`src/sv/c6502eu_pkg.sv`:
```
package c6502eu_pkg;

    typedef enum logic [5:0] {
        OP_ADC = 6'd0, OP_AND, OP_ASL, OP_BCC, OP_BCS, OP_BEQ, OP_BIT, OP_BMI,
        OP_BNE, OP_BPL, OP_BRK, OP_BVC, OP_BVS, OP_CLC, OP_CLD, OP_CLI,
        OP_CLV, OP_CMP, OP_CPX, OP_CPY, OP_DEC, OP_DEX, OP_DEY, OP_EOR,
        OP_INC, OP_INX, OP_INY, OP_JMP, OP_JSR, OP_LDA, OP_LDX, OP_LDY,
        OP_LSR, OP_NOP, OP_ORA, OP_PHA, OP_PHP, OP_PLA, OP_PLP, OP_ROL,
        OP_ROR, OP_RTI, OP_RTS, OP_SBC, OP_SEC, OP_SED, OP_SEI, OP_STA,
        OP_STX, OP_STY, OP_TAX, OP_TAY, OP_TSX, OP_TXA, OP_TXS, OP_TYA
    } cmd_t;

    localparam int FLAG_C = 0;
    localparam int FLAG_Z = 1;
    localparam int FLAG_I = 2;
    localparam int FLAG_D = 3;
    localparam int FLAG_B = 4;
    localparam int FLAG_V = 6;
    localparam int FLAG_N = 7;

    localparam logic [7:0] SP_RESET = 8'hFD;
    localparam logic [7:0] P_RESET  = 8'h24;

    typedef struct packed {
        logic [7:0] acc;
        logic [7:0] x;
        logic [7:0] y;
        logic [7:0] sp;
        logic [7:0] p;
    } regs_t;

    typedef struct packed {
        logic [7:0] status;
        logic [7:0] lo;
        logic [7:0] hi;
        logic [7:0] byte0;
    } pull_t;

    typedef struct packed {
        regs_t       regs;
        logic [15:0] pc;
        logic        we;
        logic [15:0] wa;
        logic [7:0]  wd;
        logic [1:0]  extra;
    } result_t;

    // number of extra sequencer steps an operation needs for stack traffic
    function automatic logic [1:0] last_step(input logic [5:0] cmd);
        logic [1:0] n;
        case (cmd)
            OP_PLA, OP_PLP, OP_JSR: n = 2'd1;
            OP_RTS, OP_BRK:         n = 2'd2;
            OP_RTI:                 n = 2'd3;
            default:                n = 2'd0;
        endcase
        return n;
    endfunction

    function automatic logic [7:0] set_nz(input logic [7:0] p, input logic [7:0] v);
        logic [7:0] q;
        q = p;
        q[FLAG_Z] = (v == 8'h00);
        q[FLAG_N] = v[7];
        return q;
    endfunction

endpackage

```
`src/sv/c6502eu_ram.sv`:
```
module c6502eu_ram #(
    parameter int WIDTH = 8,
    parameter int DEPTH = 256
) (
    input  logic                     clk,
    input  logic                     we,
    input  logic [$clog2(DEPTH)-1:0] waddr,
    input  logic [WIDTH-1:0]         wdata,
    input  logic                     re,
    input  logic [$clog2(DEPTH)-1:0] raddr,
    output logic [WIDTH-1:0]         rdata
);

    logic [WIDTH-1:0] mem [DEPTH];

    always_ff @(posedge clk)
    begin
        if (we)
        begin
            mem[waddr] <= wdata;
        end
        if (re)
        begin
            rdata <= mem[raddr];
        end
    end

endmodule

```
`src/sv/c6502eu_alu.sv`:
```
module c6502eu_alu (
    input  logic [5:0]            cmd,
    input  logic [7:0]            operand,
    input  logic [15:0]           target_address,
    input  logic signed [7:0]     branch_offset,
    input  logic                  accumulator_mode,
    input  logic [15:0]           next_pc,
    input  logic [15:0]           break_vector,
    input  c6502eu_pkg::regs_t    cur,
    input  c6502eu_pkg::pull_t    pulled,
    output c6502eu_pkg::result_t  res
);

    logic [7:0]  r;
    logic [7:0]  mm;
    logic [8:0]  sum;
    logic [8:0]  diff;
    logic [7:0]  cmp_reg;
    logic        take;
    logic [15:0] dest;
    logic [7:0]  p;

    always_comb
    begin
        res      = '0;
        res.regs = cur;
        res.pc   = next_pc;
        p        = cur.p;
        take     = 1'b0;
        r        = 8'h00;
        mm       = (cmd == c6502eu_pkg::OP_SBC) ? ~operand : operand;
        sum      = {1'b0, cur.acc} + {1'b0, mm} + {8'h00, cur.p[c6502eu_pkg::FLAG_C]};
        cmp_reg  = (cmd == c6502eu_pkg::OP_CPX) ? cur.x :
                   (cmd == c6502eu_pkg::OP_CPY) ? cur.y : cur.acc;
        diff     = {1'b0, cmp_reg} - {1'b0, operand};
        dest     = next_pc + {{8{branch_offset[7]}}, branch_offset};
        case (cmd)
            c6502eu_pkg::OP_ADC, c6502eu_pkg::OP_SBC:
            begin
                p[c6502eu_pkg::FLAG_C] = sum[8];
                p[c6502eu_pkg::FLAG_V] = ~(cur.acc[7] ^ mm[7]) & (cur.acc[7] ^ sum[7]);
                res.regs.acc = sum[7:0];
                p = c6502eu_pkg::set_nz(p, sum[7:0]);
            end
            c6502eu_pkg::OP_AND:
            begin
                res.regs.acc = cur.acc & operand;
                p = c6502eu_pkg::set_nz(p, cur.acc & operand);
            end
            c6502eu_pkg::OP_ORA:
            begin
                res.regs.acc = cur.acc | operand;
                p = c6502eu_pkg::set_nz(p, cur.acc | operand);
            end
            c6502eu_pkg::OP_EOR:
            begin
                res.regs.acc = cur.acc ^ operand;
                p = c6502eu_pkg::set_nz(p, cur.acc ^ operand);
            end
            c6502eu_pkg::OP_ASL, c6502eu_pkg::OP_LSR, c6502eu_pkg::OP_ROL,
            c6502eu_pkg::OP_ROR:
            begin
                case (cmd)
                    c6502eu_pkg::OP_ASL:
                    begin
                        r = {operand[6:0], 1'b0};
                        p[c6502eu_pkg::FLAG_C] = operand[7];
                    end
                    c6502eu_pkg::OP_ROL:
                    begin
                        r = {operand[6:0], cur.p[c6502eu_pkg::FLAG_C]};
                        p[c6502eu_pkg::FLAG_C] = operand[7];
                    end
                    c6502eu_pkg::OP_LSR:
                    begin
                        r = {1'b0, operand[7:1]};
                        p[c6502eu_pkg::FLAG_C] = operand[0];
                    end
                    default:
                    begin
                        r = {cur.p[c6502eu_pkg::FLAG_C], operand[7:1]};
                        p[c6502eu_pkg::FLAG_C] = operand[0];
                    end
                endcase
                p = c6502eu_pkg::set_nz(p, r);
                if (accumulator_mode)
                begin
                    res.regs.acc = r;
                end
                else
                begin
                    res.we = 1'b1;
                    res.wa = target_address;
                    res.wd = r;
                end
            end
            c6502eu_pkg::OP_BCC: take = ~cur.p[c6502eu_pkg::FLAG_C];
            c6502eu_pkg::OP_BCS: take = cur.p[c6502eu_pkg::FLAG_C];
            c6502eu_pkg::OP_BEQ: take = cur.p[c6502eu_pkg::FLAG_Z];
            c6502eu_pkg::OP_BNE: take = ~cur.p[c6502eu_pkg::FLAG_Z];
            c6502eu_pkg::OP_BMI: take = cur.p[c6502eu_pkg::FLAG_N];
            c6502eu_pkg::OP_BPL: take = ~cur.p[c6502eu_pkg::FLAG_N];
            c6502eu_pkg::OP_BVC: take = ~cur.p[c6502eu_pkg::FLAG_V];
            c6502eu_pkg::OP_BVS: take = cur.p[c6502eu_pkg::FLAG_V];
            c6502eu_pkg::OP_BIT:
            begin
                p[c6502eu_pkg::FLAG_Z] = ((cur.acc & operand) == 8'h00);
                p[c6502eu_pkg::FLAG_V] = operand[6];
                p[c6502eu_pkg::FLAG_N] = operand[7];
            end
            c6502eu_pkg::OP_BRK:
            begin
                p[c6502eu_pkg::FLAG_B] = 1'b1;
                res.regs.sp = cur.sp - 8'd3;
                res.pc = break_vector;
            end
            c6502eu_pkg::OP_CLC: p[c6502eu_pkg::FLAG_C] = 1'b0;
            c6502eu_pkg::OP_CLD: p[c6502eu_pkg::FLAG_D] = 1'b0;
            c6502eu_pkg::OP_CLI: p[c6502eu_pkg::FLAG_I] = 1'b0;
            c6502eu_pkg::OP_CLV: p[c6502eu_pkg::FLAG_V] = 1'b0;
            c6502eu_pkg::OP_SEC: p[c6502eu_pkg::FLAG_C] = 1'b1;
            c6502eu_pkg::OP_SED: p[c6502eu_pkg::FLAG_D] = 1'b1;
            c6502eu_pkg::OP_SEI: p[c6502eu_pkg::FLAG_I] = 1'b1;
            c6502eu_pkg::OP_CMP, c6502eu_pkg::OP_CPX, c6502eu_pkg::OP_CPY:
            begin
                p[c6502eu_pkg::FLAG_C] = ~diff[8];
                p = c6502eu_pkg::set_nz(p, diff[7:0]);
            end
            c6502eu_pkg::OP_DEC, c6502eu_pkg::OP_INC:
            begin
                r = (cmd == c6502eu_pkg::OP_DEC) ? operand - 8'd1 : operand + 8'd1;
                p = c6502eu_pkg::set_nz(p, r);
                res.we = 1'b1;
                res.wa = target_address;
                res.wd = r;
            end
            c6502eu_pkg::OP_DEX:
            begin
                res.regs.x = cur.x - 8'd1;
                p = c6502eu_pkg::set_nz(p, cur.x - 8'd1);
            end
            c6502eu_pkg::OP_DEY:
            begin
                res.regs.y = cur.y - 8'd1;
                p = c6502eu_pkg::set_nz(p, cur.y - 8'd1);
            end
            c6502eu_pkg::OP_INX:
            begin
                res.regs.x = cur.x + 8'd1;
                p = c6502eu_pkg::set_nz(p, cur.x + 8'd1);
            end
            c6502eu_pkg::OP_INY:
            begin
                res.regs.y = cur.y + 8'd1;
                p = c6502eu_pkg::set_nz(p, cur.y + 8'd1);
            end
            c6502eu_pkg::OP_JMP: res.pc = target_address;
            c6502eu_pkg::OP_JSR:
            begin
                res.regs.sp = cur.sp - 8'd2;
                res.pc = target_address;
            end
            c6502eu_pkg::OP_LDA:
            begin
                res.regs.acc = operand;
                p = c6502eu_pkg::set_nz(p, operand);
            end
            c6502eu_pkg::OP_LDX:
            begin
                res.regs.x = operand;
                p = c6502eu_pkg::set_nz(p, operand);
            end
            c6502eu_pkg::OP_LDY:
            begin
                res.regs.y = operand;
                p = c6502eu_pkg::set_nz(p, operand);
            end
            c6502eu_pkg::OP_PHA, c6502eu_pkg::OP_PHP: res.regs.sp = cur.sp - 8'd1;
            c6502eu_pkg::OP_PLA:
            begin
                res.regs.sp = cur.sp + 8'd1;
                res.regs.acc = pulled.byte0;
                p = c6502eu_pkg::set_nz(p, pulled.byte0);
            end
            c6502eu_pkg::OP_PLP:
            begin
                res.regs.sp = cur.sp + 8'd1;
                p = pulled.byte0;
            end
            c6502eu_pkg::OP_RTI:
            begin
                res.regs.sp = cur.sp + 8'd3;
                p = pulled.status;
                p[c6502eu_pkg::FLAG_B] = 1'b0;
                res.pc = {pulled.hi, pulled.lo};
            end
            c6502eu_pkg::OP_RTS:
            begin
                res.regs.sp = cur.sp + 8'd2;
                res.pc = {pulled.hi, pulled.lo};
            end
            c6502eu_pkg::OP_STA:
            begin
                res.we = 1'b1;
                res.wa = target_address;
                res.wd = cur.acc;
            end
            c6502eu_pkg::OP_STX:
            begin
                res.we = 1'b1;
                res.wa = target_address;
                res.wd = cur.x;
            end
            c6502eu_pkg::OP_STY:
            begin
                res.we = 1'b1;
                res.wa = target_address;
                res.wd = cur.y;
            end
            c6502eu_pkg::OP_TAX:
            begin
                res.regs.x = cur.acc;
                p = c6502eu_pkg::set_nz(p, cur.acc);
            end
            c6502eu_pkg::OP_TAY:
            begin
                res.regs.y = cur.acc;
                p = c6502eu_pkg::set_nz(p, cur.acc);
            end
            c6502eu_pkg::OP_TSX:
            begin
                res.regs.x = cur.sp;
                p = c6502eu_pkg::set_nz(p, cur.sp);
            end
            c6502eu_pkg::OP_TXA:
            begin
                res.regs.acc = cur.x;
                p = c6502eu_pkg::set_nz(p, cur.x);
            end
            c6502eu_pkg::OP_TYA:
            begin
                res.regs.acc = cur.y;
                p = c6502eu_pkg::set_nz(p, cur.y);
            end
            c6502eu_pkg::OP_TXS: res.regs.sp = cur.x;
            default:
            begin
            end
        endcase
        if (take)
        begin
            res.pc    = dest;
            res.extra = (dest[15:8] != next_pc[15:8]) ? 2'd2 : 2'd1;
        end
        res.regs.p = p;
    end

endmodule

```
`src/sv/cpu6502_execute_unit.sv`:
```
// flow: a word is held in the input register, its result is registered once the
// output is free; PLA, PLP, JSR, BRK, RTS and RTI first take extra stack steps
// throughput: one word per cycle unless the output stalls; a stack operation
// holds the input for its extra steps; stack page ram moves one byte per cycle
// reset: asynchronous, A/X/Y zero, SP 0xFD, status 0x24, stack page reads as
// zero through per-entry valid bits cleared at once, no clearing sweep
module cpu6502_execute_unit (
    input  logic        clk,
    input  logic        rst_n,
    input  logic        s_tvalid,
    output logic        s_tready,
    // command[5:0] operand[13:6] target_address[29:14] branch_offset[37:30]
    // accumulator_mode[38] next_pc[54:39] zero pad[55]
    input  logic [55:0] s_tdata,
    output logic        m_tvalid,
    input  logic        m_tready,
    // new_pc[15:0] write_enable[16] write_address[32:17] write_data[40:33]
    // extra_cycles[42:41] acc_value[50:43] x_value[58:51] y_value[66:59]
    // status_value[74:67] sp_value[82:75] zero pad[87:83]
    output logic [87:0] m_tdata,
    input  logic        cfg_valid,
    output logic        cfg_ready,
    input  logic [15:0] cfg_data
);

    logic               in_valid_reg;
    logic [55:0]        in_data_reg;
    logic [1:0]         step_reg;
    logic [1:0]         last;
    c6502eu_pkg::regs_t regs_reg;
    logic [15:0]        brk_vec_reg;
    logic [255:0]       valid_reg;
    logic               rvalid_reg;
    logic [7:0]         tmp_a_reg;
    logic [7:0]         tmp_b_reg;
    logic               m_tvalid_reg;
    logic [87:0]        m_tdata_reg;

    logic [5:0]         cmd;
    logic [15:0]        npc;
    logic               out_free;
    logic               advance;
    logic               done_now;
    logic               ram_we;
    logic [7:0]         ram_waddr;
    logic [7:0]         ram_wdata;
    logic               ram_re;
    logic [7:0]         ram_raddr;
    logic [7:0]         ram_rdata;
    logic [7:0]         rd;
    logic               is_push;
    logic               is_pull;
    c6502eu_pkg::pull_t pulled;
    c6502eu_pkg::result_t res;

    assign cmd       = in_data_reg[5:0];
    assign npc       = in_data_reg[54:39];
    assign last      = c6502eu_pkg::last_step(cmd);
    assign out_free  = !m_tvalid_reg || m_tready;
    assign advance   = in_valid_reg && ((step_reg != last) || out_free);
    assign done_now  = in_valid_reg && (step_reg == last) && out_free;
    assign s_tready  = !in_valid_reg || done_now;
    assign cfg_ready = 1'b1;
    assign m_tvalid  = m_tvalid_reg;
    assign m_tdata   = m_tdata_reg;

    assign is_push = (cmd == c6502eu_pkg::OP_PHA) || (cmd == c6502eu_pkg::OP_PHP) ||
                     (cmd == c6502eu_pkg::OP_JSR) || (cmd == c6502eu_pkg::OP_BRK);
    assign is_pull = (cmd == c6502eu_pkg::OP_PLA) || (cmd == c6502eu_pkg::OP_PLP) ||
                     (cmd == c6502eu_pkg::OP_RTS) || (cmd == c6502eu_pkg::OP_RTI);

    // pushes go out one byte per step, high pc byte first
    always_comb
    begin
        ram_waddr = regs_reg.sp - {6'd0, step_reg};
        case (cmd)
            c6502eu_pkg::OP_PHA: ram_wdata = regs_reg.acc;
            c6502eu_pkg::OP_PHP: ram_wdata = regs_reg.p;
            default:
            begin
                case (step_reg)
                    2'd0:    ram_wdata = npc[15:8];
                    2'd1:    ram_wdata = npc[7:0];
                    default: ram_wdata = regs_reg.p | 8'h10;
                endcase
            end
        endcase
    end

    assign ram_we    = is_push && advance;
    assign ram_re    = is_pull && in_valid_reg && (step_reg != last);
    assign ram_raddr = regs_reg.sp + {6'd0, step_reg} + 8'd1;
    assign rd        = rvalid_reg ? ram_rdata : 8'h00;

    always_comb
    begin
        pulled.byte0  = rd;
        pulled.hi     = rd;
        pulled.status = tmp_a_reg;
        if (cmd == c6502eu_pkg::OP_RTI)
        begin
            pulled.lo = tmp_b_reg;
        end
        else
        begin
            pulled.lo = tmp_a_reg;
        end
    end

    c6502eu_ram #(
        .WIDTH(8),
        .DEPTH(256)
    ) u_stack (
        .clk   (clk),
        .we    (ram_we),
        .waddr (ram_waddr),
        .wdata (ram_wdata),
        .re    (ram_re),
        .raddr (ram_raddr),
        .rdata (ram_rdata)
    );

    c6502eu_alu u_alu (
        .cmd              (cmd),
        .operand          (in_data_reg[13:6]),
        .target_address   (in_data_reg[29:14]),
        .branch_offset    (in_data_reg[37:30]),
        .accumulator_mode (in_data_reg[38]),
        .next_pc          (npc),
        .break_vector     (brk_vec_reg),
        .cur              (regs_reg),
        .pulled           (pulled),
        .res              (res)
    );

    always_ff @(posedge clk or negedge rst_n)
    begin
        if (!rst_n)
        begin
            in_valid_reg <= 1'b0;
            step_reg     <= 2'd0;
            regs_reg     <= '{acc: 8'h00, x: 8'h00, y: 8'h00,
                              sp: c6502eu_pkg::SP_RESET, p: c6502eu_pkg::P_RESET};
            brk_vec_reg  <= 16'h0000;
            valid_reg    <= '0;
            rvalid_reg   <= 1'b0;
            m_tvalid_reg <= 1'b0;
        end
        else
        begin
            if (cfg_valid)
            begin
                brk_vec_reg <= cfg_data;
            end
            if (s_tvalid && s_tready)
            begin
                in_valid_reg <= 1'b1;
            end
            else if (done_now)
            begin
                in_valid_reg <= 1'b0;
            end
            if (ram_we)
            begin
                valid_reg[ram_waddr] <= 1'b1;
            end
            if (ram_re)
            begin
                rvalid_reg <= valid_reg[ram_raddr];
            end
            if (done_now)
            begin
                step_reg <= 2'd0;
                regs_reg <= res.regs;
                m_tvalid_reg <= 1'b1;
            end
            else
            begin
                if (advance)
                begin
                    step_reg <= step_reg + 2'd1;
                end
                if (m_tready)
                begin
                    m_tvalid_reg <= 1'b0;
                end
            end
        end
    end

    // payload registers
    always_ff @(posedge clk)
    begin
        if (s_tvalid && s_tready)
        begin
            in_data_reg <= s_tdata;
        end
        if (advance && (step_reg == 2'd1))
        begin
            tmp_a_reg <= rd;
        end
        if (advance && (step_reg == 2'd2))
        begin
            tmp_b_reg <= rd;
        end
        if (done_now)
        begin
            m_tdata_reg <= {5'd0, res.regs.sp, res.regs.p, res.regs.y, res.regs.x,
                            res.regs.acc, res.extra, res.wd, res.wa, res.we, res.pc};
        end
    end

    a_no_accept_while_busy: assert property (@(posedge clk) disable iff (!rst_n)
        (s_tvalid && s_tready) |-> (!in_valid_reg || done_now))
        else $error("word accepted while previous one still executing");

    a_done_gives_output: assert property (@(posedge clk) disable iff (!rst_n)
        done_now |=> m_tvalid)
        else $error("finished word not presented");

    a_ram_one_port: assert property (@(posedge clk) disable iff (!rst_n)
        !(ram_we && ram_re))
        else $error("stack read and write in one cycle");

endmodule
```
`config.mk`:
```
export PLATFORM = sky130hd
export DESIGN_NAME = cpu6502_execute_unit
export DESIGN_NICKNAME = d
export VERILOG_FILES = /design/src/sv/c6502eu_pkg.sv /design/src/sv/c6502eu_ram.sv /design/src/sv/c6502eu_alu.sv /design/src/sv/cpu6502_execute_unit.sv
export SDC_FILE = /design/constraint.sdc
export NUM_CORES = 2
export LEC_CHECK = 0
export BUFFER_PORTS_ARGS = -buffer_cell sky130_fd_sc_hd__buf_2
export CORE_MARGIN = 2
export CORE_UTILIZATION = 50
export CTS_CLUSTER_DIAMETER = 100
export DETAILED_ROUTE_END_ITERATION = 8
export PLACE_DENSITY = 0.64
export SYNTH_ARGS = -nofsm -noshare
export SYNTH_HDL_FRONTEND = slang
export SYNTH_HIERARCHICAL = 1
export SYNTH_SLANG_ARGS = --single-unit
```
`constraint.sdc`:
```
create_clock -name clk -period 7.8 [get_ports clk]
set_clock_uncertainty 0.05 [all_clocks]
set_input_delay 0.78 -clock clk [delete_from_list [all_inputs] [get_ports clk]]
set_output_delay 0.78 -clock clk [all_outputs]
set_load 0.03 [all_outputs]
```
Yosys cells after proc, flatten, opt, wreduce, memory -nomap -nowiden
Memories as Yosys holds them, arrays and structs flattened. A register that Yosys moved wholly into a read port is not among the register bits.
Cells that the tools add are included.

word-level totals
  latch bits = 0
  bits in read-only memories = 0
  memories kept = 1
  input bits = 77
  bits in writable memories = 2048
  register bits after elaboration = 471

memory list
  name         words  width  rd ports  clocked after memory_dff  write ports  line               source
  u_stack.mem  256    8      1         1                         1            c6502eu_ram.sv:14  logic [WIDTH-1:0] mem [DEPTH];

operators by class
  $mul = 0
  divide/modulo/power cells = 0
  eq/ne operators = 59
  $add $sub $neg = 20
  shift-type cells = 0
  $lt $le $gt $ge = 3
  mux-type cells = 43
  bitwise gates (word level) = 14
  reductions and logical operators = 58

operators by type and width
  cell                                                                           number
  256-bit OR                                                                     1
  6-bit == test (second input constant)                                          23
  8-bit zero test                                                                17
  25-bit case mux with 5 select lines                                            1
  6-bit by 5-bit == test with 1-bit output (second input constant)               16
  8-bit case mux with 9 select lines                                             1
  8-bit two-way mux                                                              8
  8-bit case mux with 7 select lines                                             1
  6-bit by 4-bit == test with 1-bit output (second input constant)               8
  16-bit case mux with 3 select lines                                            1
  8-bit by 1-bit adder with 8-bit output (second input constant)                 5
  8-bit case mux with 5 select lines                                             1
  8-bit case mux with 2 select lines                                             2
  8-bit case mux with 4 select lines                                             1
  8-bit by 1-bit subtractor with 8-bit output (second input constant)            4
  25-bit two-way mux                                                             1
  6-bit by 3-bit == test with 1-bit output (second input constant)               4
  8-bit case mux with 3 select lines                                             1
  2-bit OR reduction                                                             10
  1-bit case mux with 19 select lines                                            1
  8-bit by 9-bit less-than comparator with 1-bit output (second input constant)  2
  1-bit case mux with 18 select lines                                            1
  16-bit adder                                                                   1
  8-bit by 2-bit adder with 8-bit output (second input constant)                 2
  other kinds (42)                                                               84

Depth between registers and ports, before layout
  depth in word-level cells = 9
  mapped depth = 20
  depth with buffers taken out = 17

Cells and area by module
The synthesis kept the hierarchy.

modules (own cells, without submodules)
  module                area each (µm²)  times used  cells an instance  seq. area each (µm²)
  c6502eu_ram           79636.4          1           3733               61739.2
  cpu6502_execute_unit  18983.2          1           1250               12568.3
  c6502eu_alu           6967.9           1           1065               0.0

Least setup slack after synthesis
No wires, ideal clock.

  path kind = register -> register
  start point = register in_data_reg[0]
  end point = register in_data_reg[0] (enable)
  data arrival time = 5.897 ns
  library setup time = 0.553 ns
  buffers on the path = 2
  period minus slack after synthesis = 6.499 ns
  stages on the path, launching flop included = 10
  slack = 1.301 ns
  path through = edfxtp_1 buf_2 and4bb_1 a22oi_1 o22ai_1 xnor2_1 nor2_1 nand3_1 buf_2 a21boi_0

on the way
  longest elaborated chain between the ends = 8
  elaborated cells between the ends (all ways) = 14

ends and longest elaborated chain
  item                                                                    line                         source
  start: declaration                                                      cpu6502_execute_unit.sv:27   logic [55:0] in_data_reg;
  start signal: assignment                                                cpu6502_execute_unit.sv:196  in_data_reg <= s_tdata;
  6-bit by 5-bit == test with 1-bit output, or another cell as far along  c6502eu_pkg.sv:51            case (cmd)
  3-bit OR reduction / 2-bit OR reduction (equally long branches)         c6502eu_pkg.sv:51
  2-bit case mux with 3 select lines *                                    c6502eu_pkg.sv:51
  2-bit == test *                                                         cpu6502_execute_unit.sv:61   assign done_now = in_valid_reg && (step_reg == last) && out_free;
  1-bit logical AND * (2 in series)                                       cpu6502_execute_unit.sv:61
  1-bit logical OR *                                                      cpu6502_execute_unit.sv:62   assign s_tready = !in_valid_reg || done_now;
  1-bit logical AND *                                                     cpu6502_execute_unit.sv:194  if (s_tvalid && s_tready)

Mark *: on every way between the ends. The rest lies on a longest branch, timed or not.
A chain may end at the register's enable or synchronous reset.

Final worst setup path
  start point = register regs_reg[8] in the netlist's numbering
  end point = register u_stack.rdata[6], read port of u_stack.mem, data pin

on the way
  longest elaborated chain between the ends = 2

ends and longest elaborated chain
  item                                    line                         source
  start: declaration                      cpu6502_execute_unit.sv:30   c6502eu_pkg::regs_t regs_reg;
  start signal: assignment                cpu6502_execute_unit.sv:142  regs_reg <= '{acc: 8'h00, x: 8'h00, y: 8'h00,
  start signal: assignment                cpu6502_execute_unit.sv:174  regs_reg <= res.regs;
  8-bit by 2-bit adder with 8-bit output  cpu6502_execute_unit.sv:92   assign ram_raddr = regs_reg.sp + {6'd0, step_reg} + 8'd1;
  8-bit by 1-bit adder with 8-bit output  cpu6502_execute_unit.sv:92
  net ram_raddr[6]                        cpu6502_execute_unit.sv:48   logic [7:0] ram_raddr;
  end: declaration                        c6502eu_ram.sv:11            output logic [WIDTH-1:0] rdata

The timed path passes the listed nets, and every way through them passes these cells.

==> key figures <==
Run status
  – Status: finished clean

Setup path
  – Crit Path Category: flop to flop
  – R2R setup slack: about 1.7 ns
  – Reg-to-reg endpoint: u_stack/rdata[6]$_DFFE_PP_
  – Required time of the critical path: 8.38 ns
  – Arrival @ worst endpoint: 6.64 ns
  – Startpoint types: flop
  – Reg2reg start: regs_reg[8]$_DFFE_PN1P_
  – Top Family by Delay on Critical Path: simple AND/OR/NAND/NOR gates
  – R2r worst-path depth: 12
  – Max incr delay on CP: between 1 and 1.5 ns
  – Critical path's most frequent cell: nor2b_1
  – CP endpoint kind: flop
  – Critical-path cell list: inv_1 -> ha_4 -> fa_4 -> nand3b_1 -> o21a_1 -> nor2_1 -> clkinv_1 -> nor2b_1 -> nor2b_1 -> a21oi_1 -> nor4_1 -> nor4_2
  – CP bufs+invs: 2
  – Worst path slowest cell: nor4_1
  – CP Max Fanout: 9

Synth
  – Mux cell area share after synthesis: 0.133
  – List of most frequent post-synthesis cells: edfxtp_1, mux4_2, nor2_1
  – Synth Area in Compound Gates: 0.0737
  – Yosys top cell by area: edfxtp_1
  – Synth Flop Type: edfxtp_1
  – Largest family of logic cells by synthesized area: multiplexers
  – Yosys warns: 6
  – Post-Synth Simple-Gate Area: 0.0477
  – XOR/XNOR Fraction of Synth Area: 0.00755
  – Post-Synth Adder-Cell Area: 0.0113
  – Number of synthesized register bits: 2527
  – Syn Area/Cell: ~17 um2
  – Post-synth EDFFs: 2210
  – Synth cell types: 100
  – Sequential share of the synthesized area: 0.704
  – Ys async rst share: 0.125
  – Synth top area share: 0.629
  – Most common cell in the netlist: edfxtp_1
  – Post-synthesis instance area: between 100000 and 150000 um2
  – Mapped Cells: ~6000
  – Synth area leaders: edfxtp_1, mux4_2, dfrtp_1

STA
  – Max-slew violations: 0
  – Fmax: approximately 0.16 GHz
  – Total negative slack: 0 ns
  – RSZ-0062 raised after global routing: no
  – Hold Slack: around 0.065 ns
  – Worst slew margin: 0.0915
  – Tmin final: slightly above 6 ns
  – Final number of hold-violating endpoints: 0
  – Final setup violating endpoints: 0
  – Least-Margin Pin Slew: roughly 1.4 ns
  – Post-route clock period utilization: 0.778

Power
  – Peak VDD IR: between 500 and 600 uV
  – P_leak: ~41 nW
  – Power Density: 472 nW/um2
  – Pwr Total: about 56 mW

Die
  – Initial Util: 0.503
  – Die Wd: about 460 um
  – Num rows: roughly 170
  – Total die area: between 200000 and 250000 um2
  – Height of the die: around 460 um
  – Placeable Area: 210000 um2
  – I/O pin count: 168

Worst hold path
  – Worst Hold End: brk_vec_reg[6]$_DFFE_PN0P_
  – WHS Path Cells: 2
  – Hold Startpoint: cfg_data[6]
  – Hold Crit Class: input pin to flop

GRT
  – Antenna violations before repair: 11
  – Largest net degree at the start of global routing: around 230
  – Overflow after GRT: 0
  – Vias in the first global route: roughly 59000
  – First-pass GRT wire length: 412000 um
  – GRT Util Overall: 0.260

Finish
  – Max FFs per register: roughly 2000
  – Area growth syn-to-layout: 12.1%
  – Fin cells: 9312
  – Share of cells above drive strength 1: 0.205
  – Layout Utilization: 0.564
  – Final #Nets: 6476

Run
  – Max Cap Viol: 0

Placement
  – Port buffer count: 160
  – Hpwl dp: about 180000 um
  – Final RePlAce weighted congestion: 0.947
  – Placed insts: approximately 9000

Route
  – DR vias/cell: approximately 6.4
  – Vias: between 50000 and 60000
  – Residual DRC: 0
  – WL/cell: between 30 and 40 um
  – Drt initial violations: 8434
  – DR pass1 iterations: 9
  – Post-DRT Antenna Nets: 0
  – Routed wire length: about 280000 um

Clocking
  – TritonCTS buffer count: around 280
  – Post_cts resized: 0
  – CTS H-Tree Depth: 5
  – Clk buf depth: 4
  – Clk_lat worst skew: 0.92 ns
  – # Post-CTS Setup Buffers: 0
  – Root Driver: clkbuf_16
  – Clock slew at reported path FFs: around 0.06 ns
  – CTS tree: built
  – Clk sinks: around 2500
-- per-stage QoR --
step / setup slack (ns) / instance area (um2)
3_5_place_dp: 1.94 / 109000
3_3_place_gp: 2.07 / 109000
2_1_floorplan: 1.30 / 106000
5_1_grt: 1.63 / 118000
4_1_cts: 1.97 / 118000
6_report: 1.73 / 118000
-- layer usage --
layer	vias to the layer above	GRT usage	wire [um]
met2	2982	0.404	133000
met4	2	0.0705	7550
met1	31600	0.379	116000
met3	488	0.0508	25700
met5	-	0	11
li1	24900	-	-
-- power breakdown --
group / leakage (nW) / switching (mW) / internal (mW) / total (mW)
Sequential: 24.4 / 0.696 / 18.4 / 19.0
Combinational: 12.4 / 16.1 / 8.34 / 24.4
Clock: 4.19 / 5.16 / 7.27 / 12.4
-- area by class of cell --
class                      instances  area, um2
fill                           16100      91400
sequential                      2527      74300
multi-input combinational       3068      29100
clock buffer                     342       7430
tap                             2805       3510
timing repair buffer             348       2570
clock inverter                   131       1060
inverter                          85        339
antenna                            6       15.0
-- how the worst max path moves through the flow --
stage | endpoint | cells after the start | from
after floorplan | in_data_reg[0]$_DFFE_PP_ | 9 | in_data_reg[0]$_DFFE_PP_
after global placement | u_stack/mem[242][6]$_DFFE_PP_ | 9 | in_data_reg[5]$_DFFE_PP_
after detailed placement | u_stack/rdata[6]$_DFFE_PP_ | 12 | regs_reg[8]$_DFFE_PN1P_
after CTS | u_stack/rdata[6]$_DFFE_PP_ | 12 | regs_reg[8]$_DFFE_PN1P_
after global routing | u_stack/rdata[3]$_DFFE_PP_ | 12 | regs_reg[8]$_DFFE_PN1P_
final | u_stack/rdata[6]$_DFFE_PP_ | 12 | regs_reg[8]$_DFFE_PN1P_
-- cell families (layout without fill, tap and decap cells) --
kind of cell,after synthesis,in the layout
AO/OA/AOI/OAI,1076,1076
other,2,12
flip-flops,2527,2527
adder cells (fa/ha/maj),90,90
AND/OR/NAND/NOR,1063,1063
multiplexers,747,747
XOR/XNOR,86,86
buffers and inverters,457,906
-- layout by cell type (no fill, tap or decap), types with 24 or more instances in the layout --
master / count
xnor2_1: 63
a21o_1: 155
o22ai_1: 40
nor3_1: 63
mux2i_1: 163
a211oi_1: 24
a22oi_1: 167
o21ai_0: 75
nor2_1: 417
inv_1: 75
nand2b_1: 31
dfrtp_1: 308
a31oi_1: 32
and2_1: 44
a221oi_1: 29
buf_2: 159
o221ai_1: 49
clkinv_1: 56
nand4_1: 34
clkbuf_16: 284
mux4_2: 515
nand3_1: 71
nor2b_1: 45
nand2_1: 205
edfxtp_1: 2210
buf_4: 115
o21bai_1: 122
nor4_1: 43
dlygate4sd3_1: 56
a222oi_1: 32
clkbuf_1: 47
o211ai_1: 39
ha_1: 80
clkinv_2: 50
mux2_2: 67
a21oi_1: 170
-- worst register-to-register path, stage by stage, from the launching register on --
cell	delay (ns)
dfstp_2	0.62
inv_1	0.11
ha_4	0.18
fa_4	0.47
nand3b_1	0.34
o21a_1	0.32
nor2_1	0.36
clkinv_1	0.45
nor2b_1	1.01
nor2b_1	0.62
a21oi_1	0.09
nor4_1	1.08
nor4_2	0.12
-- repair_timing --
item	CTS	global route
endpoints found under the hold margin	159	0
endpoints found under the setup margin	0	0
hold buffers	56	0
Power figures use the tool's default switching activity.
